### src/rtl/iis_pkg.sv
// Shared constants, types and register indexes of the streaming integral image block.
package iis_pkg;

	localparam int MAX_WIDTH = 1024;
	localparam int MAX_HEIGHT = 1024;
	localparam int SAMPLE_BITS = 16;

	localparam int SAMPLE_PORT_BITS = 16;
	localparam int SUM_BITS = 36;
	localparam int REG_BITS = 11;
	localparam int CFG_INDEX_BITS = 2;

	localparam int COL_BITS = $clog2(MAX_WIDTH);
	localparam int ROW_BITS = $clog2(MAX_HEIGHT);
	localparam int RUN_BITS = (SAMPLE_BITS + COL_BITS > SUM_BITS) ?
		SUM_BITS : SAMPLE_BITS + COL_BITS;

	localparam int QUEUE_DEPTH = 4;
	localparam int QPTR_BITS = $clog2(QUEUE_DEPTH);
	localparam int QCNT_BITS = $clog2(QUEUE_DEPTH + 1);

	localparam logic [CFG_INDEX_BITS-1:0] REG_WIDTH_IDX = CFG_INDEX_BITS'(0);
	localparam logic [CFG_INDEX_BITS-1:0] REG_HEIGHT_IDX = CFG_INDEX_BITS'(1);
	localparam logic [REG_BITS-1:0] SIZE_RESET = REG_BITS'(16);

	typedef struct packed {
		logic [SAMPLE_BITS-1:0] sample;
		logic [COL_BITS-1:0] col;
		logic first_row;
		logic last_col;
		logic last_row;
	} iis_item_t;

endpackage

### src/rtl/iis_queue.sv
// Short request queue between the front end and the accumulation back end.
module iis_queue import iis_pkg::*; (
	input logic clk,
	input logic arst_n,
	input logic push,
	input iis_item_t push_item,
	input logic pop,
	output iis_item_t head,
	output logic empty,
	output logic full
);

	iis_item_t slots_q [QUEUE_DEPTH];
	logic [QPTR_BITS-1:0] wr_ptr_q;
	logic [QPTR_BITS-1:0] rd_ptr_q;
	logic [QCNT_BITS-1:0] count_q;

	assign empty = (count_q == '0);
	assign full = (count_q == QCNT_BITS'(QUEUE_DEPTH));
	assign head = slots_q[rd_ptr_q];

	always_ff @(posedge clk) begin
		if (push) begin
			slots_q[wr_ptr_q] <= push_item;
		end
	end

	always_ff @(posedge clk or negedge arst_n) begin
		if (!arst_n) begin
			wr_ptr_q <= '0;
			rd_ptr_q <= '0;
			count_q <= '0;
		end else begin
			if (push) begin
				wr_ptr_q <= wr_ptr_q + QPTR_BITS'(1);
			end
			if (pop) begin
				rd_ptr_q <= rd_ptr_q + QPTR_BITS'(1);
			end
			if (push && !pop) begin
				count_q <= count_q + QCNT_BITS'(1);
			end else if (pop && !push) begin
				count_q <= count_q - QCNT_BITS'(1);
			end
		end
	end

	a_count_bound: assert property (@(posedge clk) disable iff (!arst_n)
		count_q <= QCNT_BITS'(QUEUE_DEPTH))
		else $error("queue fill count above depth");
	a_no_pop_empty: assert property (@(posedge clk) disable iff (!arst_n)
		pop |-> !empty)
		else $error("pop from empty queue");

endmodule

### config.mk
export PLATFORM = sky130hd
export DESIGN_NAME = iis_queue
export DESIGN_NICKNAME = d
export VERILOG_FILES = /design/src/rtl/iis_pkg.sv /design/src/rtl/iis_queue.sv
export SDC_FILE = /design/constraint.sdc
export NUM_CORES = 1
export LEC_CHECK = 0
export BUFFER_PORTS_ARGS = -buffer_cell sky130_fd_sc_hd__buf_4
export CAP_MARGIN = 20
export CORE_ASPECT_RATIO = 1.5
export CORE_MARGIN = 3
export CORE_UTILIZATION = 30
export CTS_CLUSTER_DIAMETER = 80
export DETAILED_ROUTE_END_ITERATION = 8
export PLACE_DENSITY = 0.45
export SYNTH_ARGS = -nofsm -noshare
export SYNTH_HDL_FRONTEND = slang
export SYNTH_SLANG_ARGS = --single-unit
### constraint.sdc
create_clock -name clk -period 2.6 [get_ports clk]
set_input_delay 0.39 -clock clk [delete_from_list [all_inputs] [get_ports clk]]
set_output_delay 0.39 -clock clk [all_outputs]
set_load 0.05 [all_outputs]
==> impl_metrics.env <==
export IMPL_grt_pass1_vias=2318
export IMPL_cts_made_buffers=17
export IMPL_antenna_found_initial=0
export IMPL_grt_pass1_wl_mm=13.5
export IMPL_seqPwrFrac_pct=35.9
export IMPL_critical_path_max_fanout=14
export IMPL_drt_iter0_drc=67
export IMPL_cts_buffer_depth=2
export IMPL_dieArea_um2=16800
export IMPL_final_antenna_net_count=0
export IMPL_ir_worst_vdd_v=0.000517
export IMPL_die_height_um=157
export IMPL_min_period_ns=2.28
export IMPL_hp_class="primary input to flip-flop"
export IMPL_layout_nets=311
export IMPL_critPathTopFamily="multiplexers"
export IMPL_timing_final_crit_share_pct=87.8
export IMPL_grt_max_degree=20
export IMPL_finalNonFillerCells=481
export IMPL_io_pins=64
export IMPL_finalSetupViolCount=0
export IMPL_wire_per_inst_um=18.1
export IMPL_p_int_mw=4.90
export IMPL_yosysMostFrequentCell="edfxtp_1"
export IMPL_critPathCaptureType="output port"
export IMPL_p_leak_nw=2.07
export IMPL_run_status="complete, no violations"
export IMPL_rsz0062_at_grt="false"
export IMPL_num_rows=54
export IMPL_maxSlewViolCount=0
export IMPL_remaining_drc_errors=0
export IMPL_pwr_share_comb_pct=37.8
export IMPL_cp_common_cell="buf_4"
export IMPL_worst_path_buf_inv=2
export IMPL_critPathArrivalTime_ns=1.89
export IMPL_clkTransAtPathRegs_ns=0.05
export IMPL_coreArea_um2=14700
export IMPL_synth_edf_count=116
export IMPL_synth_seq_cells=123
export IMPL_cts_root_buf="clkbuf_16"
export IMPL_synth_fp_nets=224
export IMPL_area_growth_pct=28.3
export IMPL_ys_types=19
export IMPL_startpoint_type="flip-flop"
export IMPL_routed_via_density=4.28
export IMPL_ys_seq_area_share_pct=79.9
export IMPL_synth_largest_area_cell="edfxtp_1"
export IMPL_track_usage_pct=11.2
export IMPL_p_switching_mw=2.80
export IMPL_async_flop_share_pct=5.69
export IMPL_drt_total_wl_mm=8.69
export IMPL_tns_ns=0
export IMPL_switching_share_pct=36.4
export IMPL_syn_instance_count=185
export IMPL_hold_viol=0
export IMPL_worstPathRequired_ns=2.21
export IMPL_netlist_top_cells_area="edfxtp_1, mux4_2, dfrtp_1, ha_1, xor2_1"
export IMPL_p_per_area_nw_per_um2=1310
export IMPL_fmax_ghz=0.438
export IMPL_cts_tree="built"
export IMPL_clk_latency_ns=0.40
export IMPL_drive_gt1_share_pct=47.7
export IMPL_initial_utilization_pct=31.1
export IMPL_clockPowerShare_pct=26.3
export IMPL_max_cap_violations=0
export IMPL_placed_cells=448
export IMPL_port_buffers=63
export IMPL_power_mw=7.71
export IMPL_via_count=2061
export IMPL_worstMarginPinSlew_ns=0.507
export IMPL_ys_top_cells_by_count="edfxtp_1, mux4_2, dfrtp_1, ha_1"
export IMPL_syn_area_per_cell_um2=24.7
export IMPL_skew_ns=0.00485
export IMPL_crit_chain="buf_4, mux4_1, buf_4"
export IMPL_dr_pass1_iters=4
export IMPL_die_w_um=107
export IMPL_cts_sinks=123
export IMPL_hpwl_mm=5.50
export IMPL_yosys_most_used_dff="edfxtp_1"
export IMPL_hold_ws_ns=0.185
export IMPL_slowest_stage="mux4_1"
export IMPL_synth_area_um2=4580
export IMPL_n_antenna_cell=0
export IMPL_grt_ovfl_total=0
export IMPL_slowest_delay_ns=0.64
export IMPL_h_tree_depth=4
export IMPL_critical_path_class="flip-flop to output port"
export IMPL_ys_warn_count=0
export IMPL_synth_top_cell_area_share_pct=76.1
export IMPL_gp_congestion=0.673
export IMPL_maxSlewHeadroom_pct=66.2
-- cells in the final DEF (no fill, tap or decap) --
| cell type | count |
|---|---|
| dfrtp_1 | 5 |
| and2_2 | 4 |
| xor2_1 | 4 |
| clkbuf_1 | 4 |
| nor3b_1 | 1 |
| buf_4 | 72 |
| o21ai_0 | 1 |
| nand2_1 | 2 |
| edfxtp_1 | 116 |
| xnor2_1 | 2 |
| mux4_2 | 28 |
| clkbuf_16 | 17 |
| dfrtp_2 | 2 |
| fa_1 | 1 |
| buf_12 | 1 |
| inv_1 | 4 |
| clkinvlp_4 | 2 |
| ha_1 | 5 |
| dlygate4sd3_1 | 1 |
| mux2_2 | 1 |
| clkbuf_8 | 2 |
| clkinv_2 | 7 |
| mux4_1 | 1 |
| nor2_1 | 1 |
| nor3_1 | 1 |
-- worst reg2reg max path, stage by stage, from the launching register on --
cell	delay (ns)
dfrtp_1	0.42
inv_1	0.10
ha_1	0.14
and2_2	0.46
buf_4	0.29
-- routing by layer --
layer / share of wire, % / GRT usage [%] / vias up
met5: 0 / 0 / -
met4: 1.2 / 5.30 / 0
met3: 4.0 / 3.41 / 6
met2: 55 / 19.3 / 48
met1: 40 / 12.8 / 1060
li1: - / - / 947
-- cells by family after synthesis --
logic type,share of synthesized area [%]
AND/OR/NAND/NOR,1.07
buffers and inverters,1.37
adder cells (fa/ha/maj),1.80
AO/OA/AOI/OAI,0.109
multiplexers,14.6
flip-flops,79.9
XOR/XNOR,1.15
-- power groups by stage --
| stage | combinational (mW) | sequential, mW | clock [mW] |
|---|---|---|---|
| after floorplan | 2.15 | 2.74 | 0 |
| after global routing | 3.09 | 2.81 | 2.17 |
| after detailed placement | 2.99 | 2.81 | 0 |
| final | 2.91 | 2.77 | 2.03 |
| after global placement | 2.98 | 2.80 | 0 |
| after CTS | 3.00 | 2.77 | 2.09 |
-- layout make-up --
type	count	area, µm²
Inverter	4	15.0
Clock buffer	23	468
Fill cell	1401	8860
Multi-Input combinational cell	52	862
Timing Repair Buffer	74	571
Clock inverter	9	50.0
Sequential cell	123	3660
Tap cell	196	245
-- registers in the layout, summed over array words and instances (netlist names) --
signal    count
rd_ptr_q      2
slots_q     116
wr_ptr_q      2
count_q       3
-- worst paths after layout --
kind	startpoint	to	slack [ns]	cells past startpoint
max	rd_ptr_q[0]	head[24]	0.32	3
min in group asynchronous	arst_n	count_q[0]	0.34	2
max reg2reg	wr_ptr_q[0]	slots_q[2][2]	0.88	4
max in group asynchronous	arst_n	rd_ptr_q[1]	2.11	2
min	push_item[26]	slots_q[2][26]	0.18	1
min reg2reg	count_q[2]	count_q[2]	0.50	1
-- repair_timing --
action,in CTS,in global routing
buffers inserted,0,0
gates resized for setup,0,0
endpoints found under the hold margin,7,0
hold buffers,1,0
-- metrics by stage --
| step | instance area [µm²] | utilization (%) | setup slack [ns] |
|---|---|---|---|
| 5_1_grt | 5870 | 39.9 | 0.223 |
| 3_5_place_dp | 5340 | 36.3 | 0.692 |
| 3_3_place_gp | 5340 | 36.3 | 0.700 |
| 6_report | 5870 | 39.9 | 0.316 |
| 4_1_cts | 5870 | 39.9 | 0.257 |
| 2_1_floorplan | 4580 | - | 0.611 |
(Power assumes the default switching activity.)
