## src/rtl/iis_pkg.sv

```systemverilog
// Shared constants, types and register indexes of the streaming integral image block.
package iis_pkg;

	localparam int MAX_WIDTH = 1024;
	localparam int MAX_HEIGHT = 1024;
	localparam int SAMPLE_BITS = 16;

	localparam int SAMPLE_PORT_BITS = 16;
	localparam int SUM_BITS = 36;
	localparam int REG_BITS = 11;
	localparam int CFG_INDEX_BITS = 2;

	localparam int COL_BITS = $clog2(MAX_WIDTH);
	localparam int ROW_BITS = $clog2(MAX_HEIGHT);
	localparam int RUN_BITS = (SAMPLE_BITS + COL_BITS > SUM_BITS) ?
		SUM_BITS : SAMPLE_BITS + COL_BITS;

	localparam int QUEUE_DEPTH = 4;
	localparam int QPTR_BITS = $clog2(QUEUE_DEPTH);
	localparam int QCNT_BITS = $clog2(QUEUE_DEPTH + 1);

	localparam logic [CFG_INDEX_BITS-1:0] REG_WIDTH_IDX = CFG_INDEX_BITS'(0);
	localparam logic [CFG_INDEX_BITS-1:0] REG_HEIGHT_IDX = CFG_INDEX_BITS'(1);
	localparam logic [REG_BITS-1:0] SIZE_RESET = REG_BITS'(16);

	typedef struct packed {
		logic [SAMPLE_BITS-1:0] sample;
		logic [COL_BITS-1:0] col;
		logic first_row;
		logic last_col;
		logic last_row;
	} iis_item_t;

endpackage

```

## src/rtl/iis_front.sv

```systemverilog
// Front end: holds the frame size registers, tracks raster position and tags each request.
module iis_front import iis_pkg::*; (
	input logic clk,
	input logic arst_n,
	input logic cfg_we,
	input logic [CFG_INDEX_BITS-1:0] cfg_index,
	input logic [REG_BITS-1:0] cfg_data,
	input logic in_valid,
	input logic [SAMPLE_PORT_BITS-1:0] sample,
	input logic queue_full,
	output logic in_stall,
	output logic push,
	output iis_item_t push_item,
	output logic restart
);

	localparam int WDIM_BITS = COL_BITS + 1;
	localparam int HDIM_BITS = ROW_BITS + 1;
	localparam int CMP_BITS = 32;

	logic [REG_BITS-1:0] width_q;
	logic [REG_BITS-1:0] height_q;
	logic [COL_BITS-1:0] col_q;
	logic [ROW_BITS-1:0] row_q;
	logic [WDIM_BITS-1:0] w_eff;
	logic [HDIM_BITS-1:0] h_eff;
	logic last_col;
	logic last_row;

	// Zero acts as one, anything above the maximum acts as the maximum.
	always_comb begin
		if (width_q == '0) begin
			w_eff = WDIM_BITS'(1);
		end else if (CMP_BITS'(width_q) > CMP_BITS'(MAX_WIDTH)) begin
			w_eff = WDIM_BITS'(MAX_WIDTH);
		end else begin
			w_eff = WDIM_BITS'(width_q);
		end
		if (height_q == '0) begin
			h_eff = HDIM_BITS'(1);
		end else if (CMP_BITS'(height_q) > CMP_BITS'(MAX_HEIGHT)) begin
			h_eff = HDIM_BITS'(MAX_HEIGHT);
		end else begin
			h_eff = HDIM_BITS'(height_q);
		end
	end

	assign last_col = ({1'b0, col_q} + WDIM_BITS'(1)) == w_eff;
	assign last_row = ({1'b0, row_q} + HDIM_BITS'(1)) == h_eff;

	assign in_stall = queue_full;
	assign push = in_valid && !in_stall;
	assign restart = cfg_we && (cfg_index == REG_WIDTH_IDX || cfg_index == REG_HEIGHT_IDX);

	always_comb begin
		push_item.sample = sample[SAMPLE_BITS-1:0];
		push_item.col = col_q;
		push_item.first_row = (row_q == '0);
		push_item.last_col = last_col;
		push_item.last_row = last_row;
	end

	always_ff @(posedge clk or negedge arst_n) begin
		if (!arst_n) begin
			width_q <= SIZE_RESET;
			height_q <= SIZE_RESET;
			col_q <= '0;
			row_q <= '0;
		end else if (restart) begin
			if (cfg_index == REG_WIDTH_IDX) begin
				width_q <= cfg_data;
			end else begin
				height_q <= cfg_data;
			end
			col_q <= '0;
			row_q <= '0;
		end else if (push) begin
			if (last_col) begin
				col_q <= '0;
				row_q <= last_row ? '0 : row_q + ROW_BITS'(1);
			end else begin
				col_q <= col_q + COL_BITS'(1);
			end
		end
	end

endmodule

```

## config.mk

```make
export PLATFORM = sky130hd
export DESIGN_NAME = iis_front
export DESIGN_NICKNAME = d
export VERILOG_FILES = /design/src/rtl/iis_pkg.sv /design/src/rtl/iis_front.sv
export SDC_FILE = /design/constraint.sdc
export NUM_CORES = 1
export LEC_CHECK = 0
export ABC_AREA = 1
export BUFFER_PORTS_ARGS = -buffer_cell sky130_fd_sc_hd__buf_2
export CAP_MARGIN = 30
export CORE_UTILIZATION = 45
export CTS_BUF_LIST = sky130_fd_sc_hd__clkbuf_4 sky130_fd_sc_hd__clkbuf_8 sky130_fd_sc_hd__clkbuf_16
export DETAILED_ROUTE_END_ITERATION = 12
export PLACE_DENSITY = 0.74
export SKIP_CTS_REPAIR_TIMING = 1
export SLEW_MARGIN = 30
export SYNTH_ARGS = -nofsm -noshare
export SYNTH_HDL_FRONTEND = slang
export SYNTH_SLANG_ARGS = --single-unit
```

## constraint.sdc

```tcl
create_clock -name clk -period 3.9 [get_ports clk]
set_input_delay 0.585 -clock clk [delete_from_list [all_inputs] [get_ports clk]]
set_output_delay 0.585 -clock clk [all_outputs]
set_load 0.02 [all_outputs]
```

==> metrics <==
Slew @ Worst Pin=0.7366 ns; number of cells on the worst reg-to-reg path=12; DRT Pass-1 Iters=4; starting density of the core=46.85%; Die Width=83.54 microns; Iter 0 DRT Violations=136; DP Worst Slack=1.372 ns; final slew viol count=0; Synthesized Nets=492; vias per inst=4.982; die height=83.54 microns; gr usage total=19.32%; overall power=1.618 mW; GRT Residual Overflow=0; Max-cap violations=0; Distinct cells, synth=30; Critical Path RT=3.31 ns; row count=29; Max Fanout on Critical Path=12; cell taking the most area after synthesis=dfrtp_1; share of the synthesized area in the top cell type=33.46%; Slowest-stage cell, CP=o21bai_1; DRC violation count after routing=0; layout net count=505; Non-Filler Instances=546; P_int=0.9854 mW; Placed Cells=538; Comb power frac=35.1%; Global Route met2 Usage=32.04%; Mapped Area=2992 sq um; worst reg-to-reg setup slack=1.64 ns; power per cell area=504.1 nW/um^2; DR vias=2720; sequential element share of the synthesized area=35.22%; final setup margin=1.013 ns; CP Launch Type=flip-flop; synth warn=0; Buf+Inv Stages, Crit Path=2; port buffer count=33; Highest Clock Rate=346.4 MHz; Synth Area per Inst=6.575 sq um; busiest layer in global routing=met2; H-tree depth=2; Leakage Power=1.713 nW; endpoints failing hold=0; Layout Utilization=50.27%; final worst path period need=2.887 ns; initial antenna violation count=0; Clock Tree Buf Depth=2; WL final=6.429 mm; share of layout cells above drive strength 1=14.07%; largest net degree at the start of global routing=43; sequence of cells on the critical path=nor2_1 > nand3_1 > o21bai_1 > nand3_1 > nand2_1 > nand3_1 > nor2_1 > nand2_1 > inv_1 > buf_2; clock sink count=42; Worst slew margin=50.79%; CTS tree=yes; Crit path depth=10; Synth area leaders=dfrtp_1 33%, nand2_1 23%, inv_1 6.5%; Skew-Pair Late Insertion Delay=0.30 ns; clock share of power=25.9%; worst hold path class=primary input to async pin; RSZ-0062 raised after global routing=false; Sw Pwr=0.6330 mW; arrival time worst endpoint=2.30 ns; setup tns final=0 ns; period utilization=74.03%; GR Util met3=3.759%; met1 Use GR=25.14%; slowest stage delay, CP=0.59 ns; first-pass GRT wire length=10.96 mm; core box area=6386 sq um; Worst-path clk slew=0.09 ns; post-route antenna net violation count=0; peak supply drop=306.9 uV; WS Path Type=flip-flop to output port; Mapped Cells=455; n_diodes=0; Final GP Congestion=0.8396; io pins=66; Crit path max-delay family=simple AND/OR/NAND/NOR gates; Clock Skew=0.004496 ns; Most common cell on crit path=nand3_1; DR WL/cell=11.77 microns; Final setup viols=0; hpwl dp=4.793 mm; sequential power share=39.1%; total CTS buffers=5; status=finished, final reports clean; die area=6978 sq um; vias in the first global route=2461; clock root buffer=clkbuf_8; Worst setup EP type=output port; Synth Register Bits=42; Switching Fraction=39.11%; Layout Area Growth over Synthesis=7.319%
-- sequential cells by signal, indices dropped and copies added (netlist names) --
| register | count |
|---|---|
| width_q | 11 |
| height_q | 11 |
| col_q | 10 |
| row_q | 10 |
-- placed cells by master (no fill, tap or decap) --
cell type / count
inv_2: 3
ha_1: 3
nand2_2: 3
o21bai_4: 1
nand4_1: 4
clkinv_4: 1
o22ai_1: 6
buf_2: 32
nand2_4: 2
o21bai_1: 1
xor2_2: 1
nand3_4: 1
or2_2: 2
bufinv_16: 2
dfstp_2: 2
nor2_4: 1
nor2_2: 7
nand3_1: 35
clkbuf_8: 5
buf_4: 1
dfrtp_1: 40
nor3_1: 4
nor2_1: 40
nand2_1: 181
xnor3_1: 1
inv_1: 52
xor2_1: 5
nand3_2: 1
nand3b_1: 5
o21ai_0: 26
o21bai_2: 1
-- layer usage --
| metal | routed length, microns | part of all wire (%) |
|---|---|---|
| met1 | 2999 | 47 |
| met2 | 2916 | 45 |
| met3 | 389 | 6.1 |
| met4 | 125 | 1.9 |
| met5 | 0 | 0 |
-- layout make-up --
cell class | instances | area (sq um)
sequential | 42 | 1054
multi-input combinational | 331 | 1549
timing repair buffer | 33 | 167.7
clock buffer | 5 | 68.82
inverter | 55 | 206.4
clock inverter | 3 | 68.82
tap | 77 | 96.34
fill | 655 | 3176
-- path summary, 6_finish.rpt --
kind,start,endpoint
max in group asynchronous,arst_n,height_q[4]
worst min-delay path,arst_n,col_q[7]
worst min register to register,width_q[4],width_q[4]
worst max register to register,height_q[2],row_q[5]
worst max-delay path,height_q[2],push_item[0]
min in group clk,width_q[4],width_q[4]
-- worst register-to-register path, stage by stage, from the launching register on --
cell and delay (ns):
dfrtp_1 0.42, nor2_1 0.15, nand3_1 0.09, o21bai_1 0.59, nand3_1 0.14, nand2_1 0.10
nand3_1 0.08, nor2_1 0.13, nand2_1 0.10, nand2_2 0.19, nor2_1 0.07, nand2_1 0.06
nand2_1 0.05
-- logic make-up after synthesis --
group,synth area share [%]
AOI/OAI and AO/OA,6.859
adders and majority gates,1.255
and+or+nand+nor,40.90
xor gates and xnor gates,2.760
DFF,35.22
buffers and inverters,13.01
-- synthesized netlist by cell type, drive strengths merged --
cell,n
clkbuf,5
buf,22
or2,2
nor2,48
o21bai,3
dfrtp,40
nand3b,5
inv,55
ha,3
o21ai,26
nand2,186
dfstp,2
o22ai,6
xor2,6
nand4,4
nand3,37
nor3,4
xnor3,1
-- stage by stage --
stage          hold slack, ns  instance area, sq um
4_1_cts                0.4527                  3208
2_1_floorplan          0.2894                  2992
5_1_grt                0.3020                  3211
6_report               0.2502                  3211
3_3_place_gp           0.4995                  3070
3_5_place_dp           0.5053                  3070
-- power groups by stage --
stage / Sequential [mW] / Clock [mW] / Combinational, mW
final: 0.632 / 0.418 / 0.568
after global routing: 0.646 / 0.449 / 0.650
after global placement: 0.634 / 0 / 0.556
after floorplan: 0.621 / 0 / 0.467
after detailed placement: 0.638 / 0 / 0.560
after CTS: 0.630 / 0.426 / 0.567
No activity file was read; power rests on OpenSTA's default activity.
